--- src/hdl/bsb_pkg.sv ---
package bsb_pkg;

    // store size in bytes
    localparam int BUF_BYTES   = 256;
    localparam int CAP_BITS    = BUF_BYTES * 8;
    localparam int ADDR_W      = $clog2(BUF_BYTES);
    localparam int LEN_W       = $clog2(CAP_BITS + 1);
    // compare width that holds the length and an 8 bit count with room for +8
    localparam int CMP_W       = ((LEN_W > 8) ? LEN_W : 8) + 1;
    localparam int LEADING_MAX = 16;

    localparam int OP_W     = 2;
    localparam int BYTE_W   = 8;
    localparam int COUNT_W  = 8;
    localparam int VALUE_W  = 16;
    localparam int LENOUT_W = 12;
    localparam int STATUS_W = 2;

    typedef enum logic [OP_W-1:0] {
        OP_APPEND   = 2'd0,
        OP_LEADING  = 2'd1,
        OP_TRUNCATE = 2'd2,
        OP_TRAILING = 2'd3
    } t_op;

    typedef enum logic [STATUS_W-1:0] {
        ST_OK       = 2'd0,
        ST_OVERFLOW = 2'd1,
        ST_RANGE    = 2'd2
    } t_status;

endpackage

--- src/hdl/bsb_ram.sv ---
module bsb_ram #(
    parameter int WIDTH = 8,
    parameter int DEPTH = 256
) (
    input  logic                     i_clk,
    input  logic                     i_wr_en,
    input  logic [$clog2(DEPTH)-1:0] i_wr_addr,
    input  logic [WIDTH-1:0]         i_wr_data,
    input  logic [$clog2(DEPTH)-1:0] i_rd_addr,
    output logic [WIDTH-1:0]         o_rd_data
);

    logic [WIDTH-1:0] r_mem [DEPTH];

    always_ff @(posedge i_clk) begin
        if (i_wr_en) begin
            r_mem[i_wr_addr] <= i_wr_data;
        end
        o_rd_data <= r_mem[i_rd_addr];
    end

endmodule

--- src/hdl/bit_string_stack_buffer_top.sv ---
// channel   direction  handshake                 payload
// request   in         i_in_valid / o_in_stall   i_operation, i_data_byte, i_bit_count
// result    out        o_out_valid / i_out_stall o_leading_value, o_length_bits, o_status
//
// single ram with one write and one registered read port; one request in flight
// append writes on acceptance, then S_APP merges the partial top byte when unaligned;
// leading does three window reads (S_LD0, S_LD1, S_LD2), then the result; truncate,
// trailing, zero count leading and every failing request go straight to commit (S_FIN)
// synchronous active low reset empties the string; store contents stay as they are
// a stalled result holds in the output register; the next request waits in its final cycle
module bit_string_stack_buffer_top (
    input  logic                          i_clk,
    input  logic                          i_rst_n,
    input  logic                          i_in_valid,
    output logic                          o_in_stall,
    input  logic [bsb_pkg::OP_W-1:0]      i_operation,
    input  logic [bsb_pkg::BYTE_W-1:0]    i_data_byte,
    input  logic [bsb_pkg::COUNT_W-1:0]   i_bit_count,
    output logic                          o_out_valid,
    input  logic                          i_out_stall,
    output logic [bsb_pkg::VALUE_W-1:0]   o_leading_value,
    output logic [bsb_pkg::LENOUT_W-1:0]  o_length_bits,
    output logic [bsb_pkg::STATUS_W-1:0]  o_status
);

    typedef enum logic [2:0] {
        S_IDLE,
        S_APP,
        S_LD0,
        S_LD1,
        S_LD2,
        S_FIN
    } t_state;

    t_state r_state;

    // string length in bits
    logic [bsb_pkg::LEN_W-1:0]    r_len;

    // per request working registers
    logic [bsb_pkg::ADDR_W-1:0]   r_idx;
    logic [2:0]                   r_rem;
    logic [bsb_pkg::BYTE_W-1:0]   r_data;
    logic [bsb_pkg::ADDR_W-1:0]   r_rd_idx;
    logic [2:0]                   r_sh;
    logic [4:0]                   r_cnt;
    logic [bsb_pkg::BYTE_W-1:0]   r_b0;
    logic [bsb_pkg::BYTE_W-1:0]   r_b1;

    // pending result
    logic [bsb_pkg::VALUE_W-1:0]  r_res_value;
    logic [bsb_pkg::LEN_W-1:0]    r_res_len;
    bsb_pkg::t_status             r_res_status;

    // output register
    logic                         r_out_valid;
    logic [bsb_pkg::VALUE_W-1:0]  r_out_value;
    logic [bsb_pkg::LEN_W-1:0]    r_out_len;
    bsb_pkg::t_status             r_out_status;

    logic                         accept;
    logic                         out_free;
    bsb_pkg::t_op                 op;
    logic [bsb_pkg::CMP_W-1:0]    len_c;
    logic [bsb_pkg::CMP_W-1:0]    cnt_c;
    logic [bsb_pkg::CMP_W-1:0]    start_c;
    logic                         app_ovf;
    logic                         cnt_err;
    logic                         ld_err;
    logic [2:0]                   len_rem;
    logic [bsb_pkg::ADDR_W-1:0]   len_idx;
    logic [bsb_pkg::ADDR_W-1:0]   start_idx;

    logic                         ram_wr_en;
    logic [bsb_pkg::ADDR_W-1:0]   ram_wr_addr;
    logic [bsb_pkg::BYTE_W-1:0]   ram_wr_data;
    logic [bsb_pkg::ADDR_W-1:0]   ram_rd_addr;
    logic [bsb_pkg::BYTE_W-1:0]   ram_rd_data;

    logic [3*bsb_pkg::BYTE_W-1:0] win;
    logic [3*bsb_pkg::BYTE_W-1:0] win_sh;
    logic [bsb_pkg::VALUE_W-1:0]  ld_mask;
    logic [bsb_pkg::VALUE_W-1:0]  ld_value;
    logic [bsb_pkg::BYTE_W-1:0]   keep_mask;

    assign accept   = i_in_valid && (r_state == S_IDLE);
    assign out_free = !r_out_valid || !i_out_stall;
    assign op       = bsb_pkg::t_op'(i_operation);

    // request decode against the current length
    assign len_c     = bsb_pkg::CMP_W'(r_len);
    assign cnt_c     = bsb_pkg::CMP_W'(i_bit_count);
    assign start_c   = len_c - cnt_c;
    assign app_ovf   = (len_c + bsb_pkg::CMP_W'(8)) > bsb_pkg::CMP_W'(bsb_pkg::CAP_BITS);
    assign cnt_err   = cnt_c > len_c;
    assign ld_err    = cnt_err || (cnt_c > bsb_pkg::CMP_W'(bsb_pkg::LEADING_MAX));
    assign len_rem   = r_len[2:0];
    assign len_idx   = bsb_pkg::ADDR_W'(r_len >> 3);
    assign start_idx = bsb_pkg::ADDR_W'(start_c >> 3);

    // low bits of the partial top byte that survive an unaligned append
    assign keep_mask = bsb_pkg::BYTE_W'((9'd1 << r_rem) - 9'd1);

    // ram port control
    always_comb begin
        ram_wr_en   = 1'b0;
        ram_wr_addr = len_idx;
        ram_wr_data = i_data_byte;
        if (accept && (op == bsb_pkg::OP_APPEND) && !app_ovf) begin
            ram_wr_en = 1'b1;
            if (len_rem != 3'd0) begin
                // upper part of the byte lands in the next entry
                ram_wr_addr = len_idx + 1'b1;
                ram_wr_data = i_data_byte >> (4'd8 - {1'b0, len_rem});
            end
        end else if (r_state == S_APP) begin
            ram_wr_en   = 1'b1;
            ram_wr_addr = r_idx;
            ram_wr_data = (ram_rd_data & keep_mask) | (r_data << r_rem);
        end
    end

    always_comb begin
        if (r_state == S_IDLE) begin
            ram_rd_addr = (op == bsb_pkg::OP_LEADING) ? start_idx : len_idx;
        end else begin
            ram_rd_addr = r_rd_idx + 1'b1;
        end
    end

    bsb_ram #(
        .WIDTH (bsb_pkg::BYTE_W),
        .DEPTH (bsb_pkg::BUF_BYTES)
    ) u_store (
        .i_clk     (i_clk),
        .i_wr_en   (ram_wr_en),
        .i_wr_addr (ram_wr_addr),
        .i_wr_data (ram_wr_data),
        .i_rd_addr (ram_rd_addr),
        .o_rd_data (ram_rd_data)
    );

    // leading window: three bytes, shifted down to the start bit and masked to the count
    assign win      = {ram_rd_data, r_b1, r_b0};
    assign win_sh   = win >> r_sh;
    assign ld_mask  = bsb_pkg::VALUE_W'((17'd1 << r_cnt) - 17'd1);
    assign ld_value = win_sh[bsb_pkg::VALUE_W-1:0] & ld_mask;

    always_ff @(posedge i_clk) begin
        if (!i_rst_n) begin
            r_state     <= S_IDLE;
            r_len       <= '0;
            r_out_valid <= 1'b0;
        end else begin
            r_rd_idx <= ram_rd_addr;
            if (r_out_valid && !i_out_stall) begin
                r_out_valid <= 1'b0;
            end
            unique case (r_state)
                S_IDLE: begin
                    if (accept) begin
                        r_idx        <= len_idx;
                        r_rem        <= len_rem;
                        r_data       <= i_data_byte;
                        r_sh         <= start_c[2:0];
                        r_cnt        <= i_bit_count[4:0];
                        r_res_value  <= '0;
                        r_res_len    <= r_len;
                        r_res_status <= bsb_pkg::ST_OK;
                        r_state      <= S_FIN;
                        unique case (op)
                            bsb_pkg::OP_APPEND: begin
                                if (app_ovf) begin
                                    r_res_status <= bsb_pkg::ST_OVERFLOW;
                                end else begin
                                    r_res_len <= bsb_pkg::LEN_W'(len_c + bsb_pkg::CMP_W'(8));
                                    if (len_rem != 3'd0) begin
                                        r_state <= S_APP;
                                    end
                                end
                            end
                            bsb_pkg::OP_LEADING: begin
                                if (ld_err) begin
                                    r_res_status <= bsb_pkg::ST_RANGE;
                                end else if (i_bit_count != '0) begin
                                    r_state <= S_LD0;
                                end
                            end
                            bsb_pkg::OP_TRUNCATE: begin
                                if (cnt_err) begin
                                    r_res_status <= bsb_pkg::ST_RANGE;
                                end else begin
                                    r_res_len <= bsb_pkg::LEN_W'(start_c);
                                end
                            end
                            bsb_pkg::OP_TRAILING: begin
                                if (cnt_err) begin
                                    r_res_status <= bsb_pkg::ST_RANGE;
                                end else begin
                                    r_res_len <= bsb_pkg::LEN_W'(cnt_c);
                                end
                            end
                            default: begin
                                r_res_status <= bsb_pkg::ST_OK;
                            end
                        endcase
                    end
                end
                S_APP: begin
                    r_state <= S_FIN;
                end
                S_LD0: begin
                    r_b0    <= ram_rd_data;
                    r_state <= S_LD1;
                end
                S_LD1: begin
                    r_b1    <= ram_rd_data;
                    r_state <= S_LD2;
                end
                S_LD2: begin
                    r_res_value <= ld_value;
                    r_state     <= S_FIN;
                end
                S_FIN: begin
                    // commit once the output register can take the result
                    if (out_free) begin
                        r_out_valid  <= 1'b1;
                        r_out_value  <= r_res_value;
                        r_out_len    <= r_res_len;
                        r_out_status <= r_res_status;
                        r_len        <= r_res_len;
                        r_state      <= S_IDLE;
                    end
                end
                default: begin
                    r_state <= S_IDLE;
                end
            endcase
        end
    end

    assign o_in_stall      = (r_state != S_IDLE);
    assign o_out_valid     = r_out_valid;
    assign o_leading_value = r_out_value;
    assign o_length_bits   = bsb_pkg::LENOUT_W'(r_out_len);
    assign o_status        = r_out_status;

`ifndef SYNTH
    // the string never grows past the store capacity
    a_len_cap: assert property (@(posedge i_clk) disable iff (!i_rst_n)
        r_len <= bsb_pkg::LEN_W'(bsb_pkg::CAP_BITS))
        else $error("length beyond capacity");

    // leading reads and the commit cycle never write the store
    a_no_wr_read: assert property (@(posedge i_clk) disable iff (!i_rst_n)
        (r_state == S_LD0 || r_state == S_LD1 || r_state == S_LD2 || r_state == S_FIN)
        |-> !ram_wr_en)
        else $error("store written outside append");

    // a new result only appears out of the commit cycle
    a_out_from_fin: assert property (@(posedge i_clk) disable iff (!i_rst_n)
        $rose(r_out_valid) |-> $past(r_state == S_FIN))
        else $error("result without commit");
`endif

endmodule

--- config.mk ---
export PLATFORM = sky130hd
export DESIGN_NAME = bit_string_stack_buffer_top
export DESIGN_NICKNAME = d
export VERILOG_FILES = /design/src/hdl/bsb_pkg.sv /design/src/hdl/bsb_ram.sv /design/src/hdl/bit_string_stack_buffer_top.sv
export SDC_FILE = /design/constraint.sdc
export NUM_CORES = 2
export LEC_CHECK = 0
export BUFFER_PORTS_ARGS = -buffer_cell sky130_fd_sc_hd__buf_4
export CAP_MARGIN = 20
export CORE_ASPECT_RATIO = 0.6
export CORE_MARGIN = 2
export CORE_UTILIZATION = 40
export DETAILED_ROUTE_END_ITERATION = 12
export GPL_TIMING_DRIVEN = 1
export MAX_ROUTING_LAYER = met4
export PLACE_DENSITY = 0.61
export SLEW_MARGIN = 20
export SYNTH_ARGS = -nofsm -noshare
export SYNTH_HDL_FRONTEND = slang
export SYNTH_SLANG_ARGS = --single-unit
--- constraint.sdc ---
create_clock -name i_clk -period 48.7 [get_ports i_clk]
set_input_delay 9.74 -clock i_clk [delete_from_list [all_inputs] [get_ports i_clk]]
set_output_delay 9.74 -clock i_clk [all_outputs]
set_load 0.005 [all_outputs]
==> flow_results.org <==
** Outcome
- The run finished with clean final reports.

** Timing
- Timing-limited maximum frequency :: 0.0591 GHz
- Max-slew violation total from the final report :: 0
- The worst pin sits at a relative slew slack of 0.144.
- For the pin with the worst max-slew slack, the measured transition is 1.28 ns.
- Final critical-path share of the clock period :: 0.347
- The total count of hold-check failures in the final report was 0.
- Setup repair after global routing left no endpoint under its margin.
- Clock skew on the completed layout was measured at 0.0541 ns.
- Setup violators final :: 0
- Aggregate negative setup slack :: 0 ns
- Final-layout worst hold slack :: 0.422 ns
- Counting I/O delays and the setup requirement, the final critical path takes 16.92 ns.

** Placed design
- The wire-length estimate of the detail-placed layout is 168 mm.
- At the end of routability-driven placement, the weighted congestion stood at 0.951.
- The count of buffers added on input and output ports is 53.

** GRT
- Entering global routing, the biggest net connects 252 pins.
- For this run, the total global-route usage over all layers was measured as 0.243.
- The first global-routing pass estimated 397 mm of wire.
- Initial antenna violation count :: 15
- For this run the aggregate overflow at the end of global routing stands at 0.
- Number of global-route vias before repair :: 54300

** Logic synthesis
- In this run, synthesis produced a sequential element count of 2183.
- In the synthesized netlist the dominant register cell turns out to be edfxtp_1.
- After synthesis, the share of flip-flops with an asynchronous set or reset is 0.
- Yosys synthesis warning count :: 0
- Synthesized net count :: 6693
- After synthesis, the mean cell area works out to 13.5 um^2.
- Synthesis instantiated 87 different standard cells from the library.
- Seq/Total Area, Yosys :: 0.728
- Netlist area before placement :: 89700 um^2
- Counting every instance in the synthesized netlist gives 6656.
- Count of flip-flops with a built-in enable after synthesis :: 2159

** Die
- Starting Density :: 0.403
- Die Y :: 371 um
- I/O Pins :: 54
- Core region area :: 223000 um^2
- In this run the horizontal extent of the chip is 615 um.
- The floorplan step defined a die boundary enclosing 228000 um^2.
- After floorplanning, the core was divided into 134 placement rows.

** Clocking
- Worst-Skew Late Latency :: 0.86 ns
- No sink is reached through more buffers than the 4 on the longest clock path.
- The tree is rooted in a clkbuf_16.
- CTS H-Tree Depth :: 4
- Total CTS buffers :: 193
- Post-CTS Setup Inserts :: 0
- Clock tree synthesis found a total of 2183 sinks.
- Clock-pin slew was measured on the worst setup and hold paths at 0.07 ns.
- After clock tree synthesis, the flow added hold-fix buffers numbering 0.
- TritonCTS built the clock tree.
- Number of gates resized after cts :: 0

** Finish
- Synthesis-to-finish area growth :: 10.4%
- Of the cells placed in the final design, the portion with a size suffix greater than 1 is 0.0829.
- Combined area of the multi-input logic cells :: 22200 um^2
- Layout net count :: 6535
- Fillcell total :: 19900
- In the final layout, flip-flops and latches occupy 65300 um^2.

** Critical path
- Data required time at the worst endpoint :: 49.45 ns
- In this run the critical register-to-register path is launched from r_len[0].
- Data arrives at the worst endpoint at 17.67 ns.
- The worst setup path is launched from a primary input.
- Type of the setup path with the least slack :: in2reg
- Worst Setup SP :: i_operation[1]
- Of all nets on the critical path, the largest fanout is 251.
- STA classifies the critical path endpoint as a flop.

** Route
- In the final routing, the length of wire on met1 measures 124 mm.
- In the final routed layout, each cell accounts on average for 28.7 um.
- Met2 Routed Length :: 108 mm
- Routed Antenna Nets :: 0
- For this run, design rule violations remaining after detail routing come to 0.
- In the routed layout, each cell is associated on average with a via count of 6.24.
- Detailed routing placed a total of 40.9 mm of wire on met3.
- For this block, the initial DRC count from the detailed router was 10000.
- Top routing layer in use :: met4
- Across all layers, the routed design uses 60300 vias.
- For this block, the routed nets add up to 277 mm of wire.
- For this run, the detailed router's first-pass iteration total came to 7.

** Power
- Summed over all cells, the static leakage comes to 0.0315 uW.
- Maximum resistive drop on vdd :: 0.0350 mV
- Power per unit of standard cell area :: 46.5 nW/um^2

** Worst hold path
- The worst hold path belongs to the class reg2reg.
- The startpoint identified for the worst hold timing path is r_res_value[10].

** Job
- Maximum Capacitance Violations :: 0
[cells by family after synthesis]
kind of cell | count (synthesis) | synth area share
xor gates and xnor gates | 18 | 0.00176
and+or+nand+nor | 2163 | 0.108
AOI/OAI and AO/OA | 1650 | 0.125
DFF | 2183 | 0.728
adders and majority gates | 15 | 0.00218
buffers and inverters | 575 | 0.0284
muxes | 52 | 0.00646
[critical path: stages]
cell	delay, ns
buf_4	0.21
nand2b_1	0.59
and3_1	0.32
a21oi_4	0.04
buf_4	0.29
and2_4	0.49
inv_16	0.73
buf_4	0.91
buf_4	0.73
buf_4	0.66
buf_4	0.89
a211oi_1	0.20
a311oi_1	0.32
a31oi_1	0.09
a311oi_1	0.48
nand4_1	0.24
nor4_1	0.25
[worst paths after layout]
check	to	slack, ns	depth (start not counted)
setup / recovery	u_store.o_rd_data[4]	31.78	17
hold / removal	o_leading_value[10]	0.42	0
setup reg to reg	u_store.o_rd_data[4]	40.17	18
hold reg to reg	o_leading_value[10]	0.42	0
[layout make-up]
cell class                 instances  area share
inverter                          33     0.00157
tap                             2992      0.0378
multi-input combinational       3898       0.224
clock buffer                     251      0.0521
sequential                      2183       0.660
antenna                           24    0.000607
timing repair buffer             189      0.0158
clock inverter                    89     0.00794
[state kept, by name, indices dropped and copies added (netlist names), 5 cells and up]
signal             count
u_store.r_mem       2048
o_leading_value       16
r_res_value           16
o_length_bits         12
r_len                 12
r_res_len             12
r_b0                   8
r_b1                   8
r_data                 8
r_idx                  8
r_rd_idx               8
u_store.o_rd_data      8
r_cnt                  5
[synthesized netlist by cell type (12+ instances only)]
cell,number,share of area
edfxtp_1,2159,0.72
nand2_1,1169,0.049
a21oi_1,712,0.040
nor2_1,385,0.016
a221oi_1,276,0.027
clkbuf_1,247,0.010
buf_2,227,0.013
a211oi_1,194,0.016
and3_1,193,0.013
a311oi_1,161,0.016
nor3_1,112,0.0063
a31oi_1,76,0.0053
nand3_1,58,0.0032
nand4_1,55,0.0038
o21ai_0,55,0.0031
a221o_1,52,0.0058
buf_1,43,0.0018
nor4_1,42,0.0029
nor4b_1,40,0.0039
mux2i_1,34,0.0038
or3_1,29,0.0020
inv_1,26,0.0011
dfxtp_1,24,0.0054
o221ai_1,23,0.0022
buf_4,22,0.0018
a21boi_0,14,0.0012
ha_1,14,0.0020
mux2_2,14,0.0018
o21a_1,13,0.0011
and4_1,12,0.0012
[power by group]
group	switching (uW)	leakage (uW)	total, uW	internal, uW
combinational	699	0.00896	923	224
clock	693	0.00289	1510	819
sequential	29.1	0.0196	2170	2140
total	1420	0.0315	4610	3190
[metal layers]
metal / global-route usage / up-vias
met3: 0.0820 / 365
li1: - / 25400
met4: 0.0471 / 0
met1: 0.375 / 30700
met2: 0.303 / 3800
met5: - / -
[cell usage in the layout (no fill, tap or decap), drive strengths merged, types with 9 or more instances in the layout]
master     n
xnor2      9
o21ai     58
a311oi   162
clkinv    69
nand3     61
nor4      45
clkbuf   251
nand4     55
a221o     52
o21a      13
nand2   1170
a221oi   276
a21oi    713
diode     24
ha        14
nor2b     10
mux2      14
and4      12
nor2     388
a31oi     77
nand2b     9
buf      189
or3       29
bufinv    14
edfxtp  2159
xor2       9
dfxtp     24
nor4b     40
mux2i     35
inv       34
o221ai    27
and3     193
a21boi    14
nor3     115
a211oi   194
[metrics by stage]
stage	setup WS, ns	util	instances	power, uW	cell area [um^2]
finish	31.78	0.444	9659	4610	99000
global route	31.56	0.444	9645	4740	98900
CTS	32.08	0.444	9633	4580	98800
detailed placement	31.24	0.417	9293	3100	92900
global placement	31.41	0.417	9293	3090	92800
floorplan	26.10	-	6656	2790	89700
No activity file was read; power rests on OpenSTA's default activity.
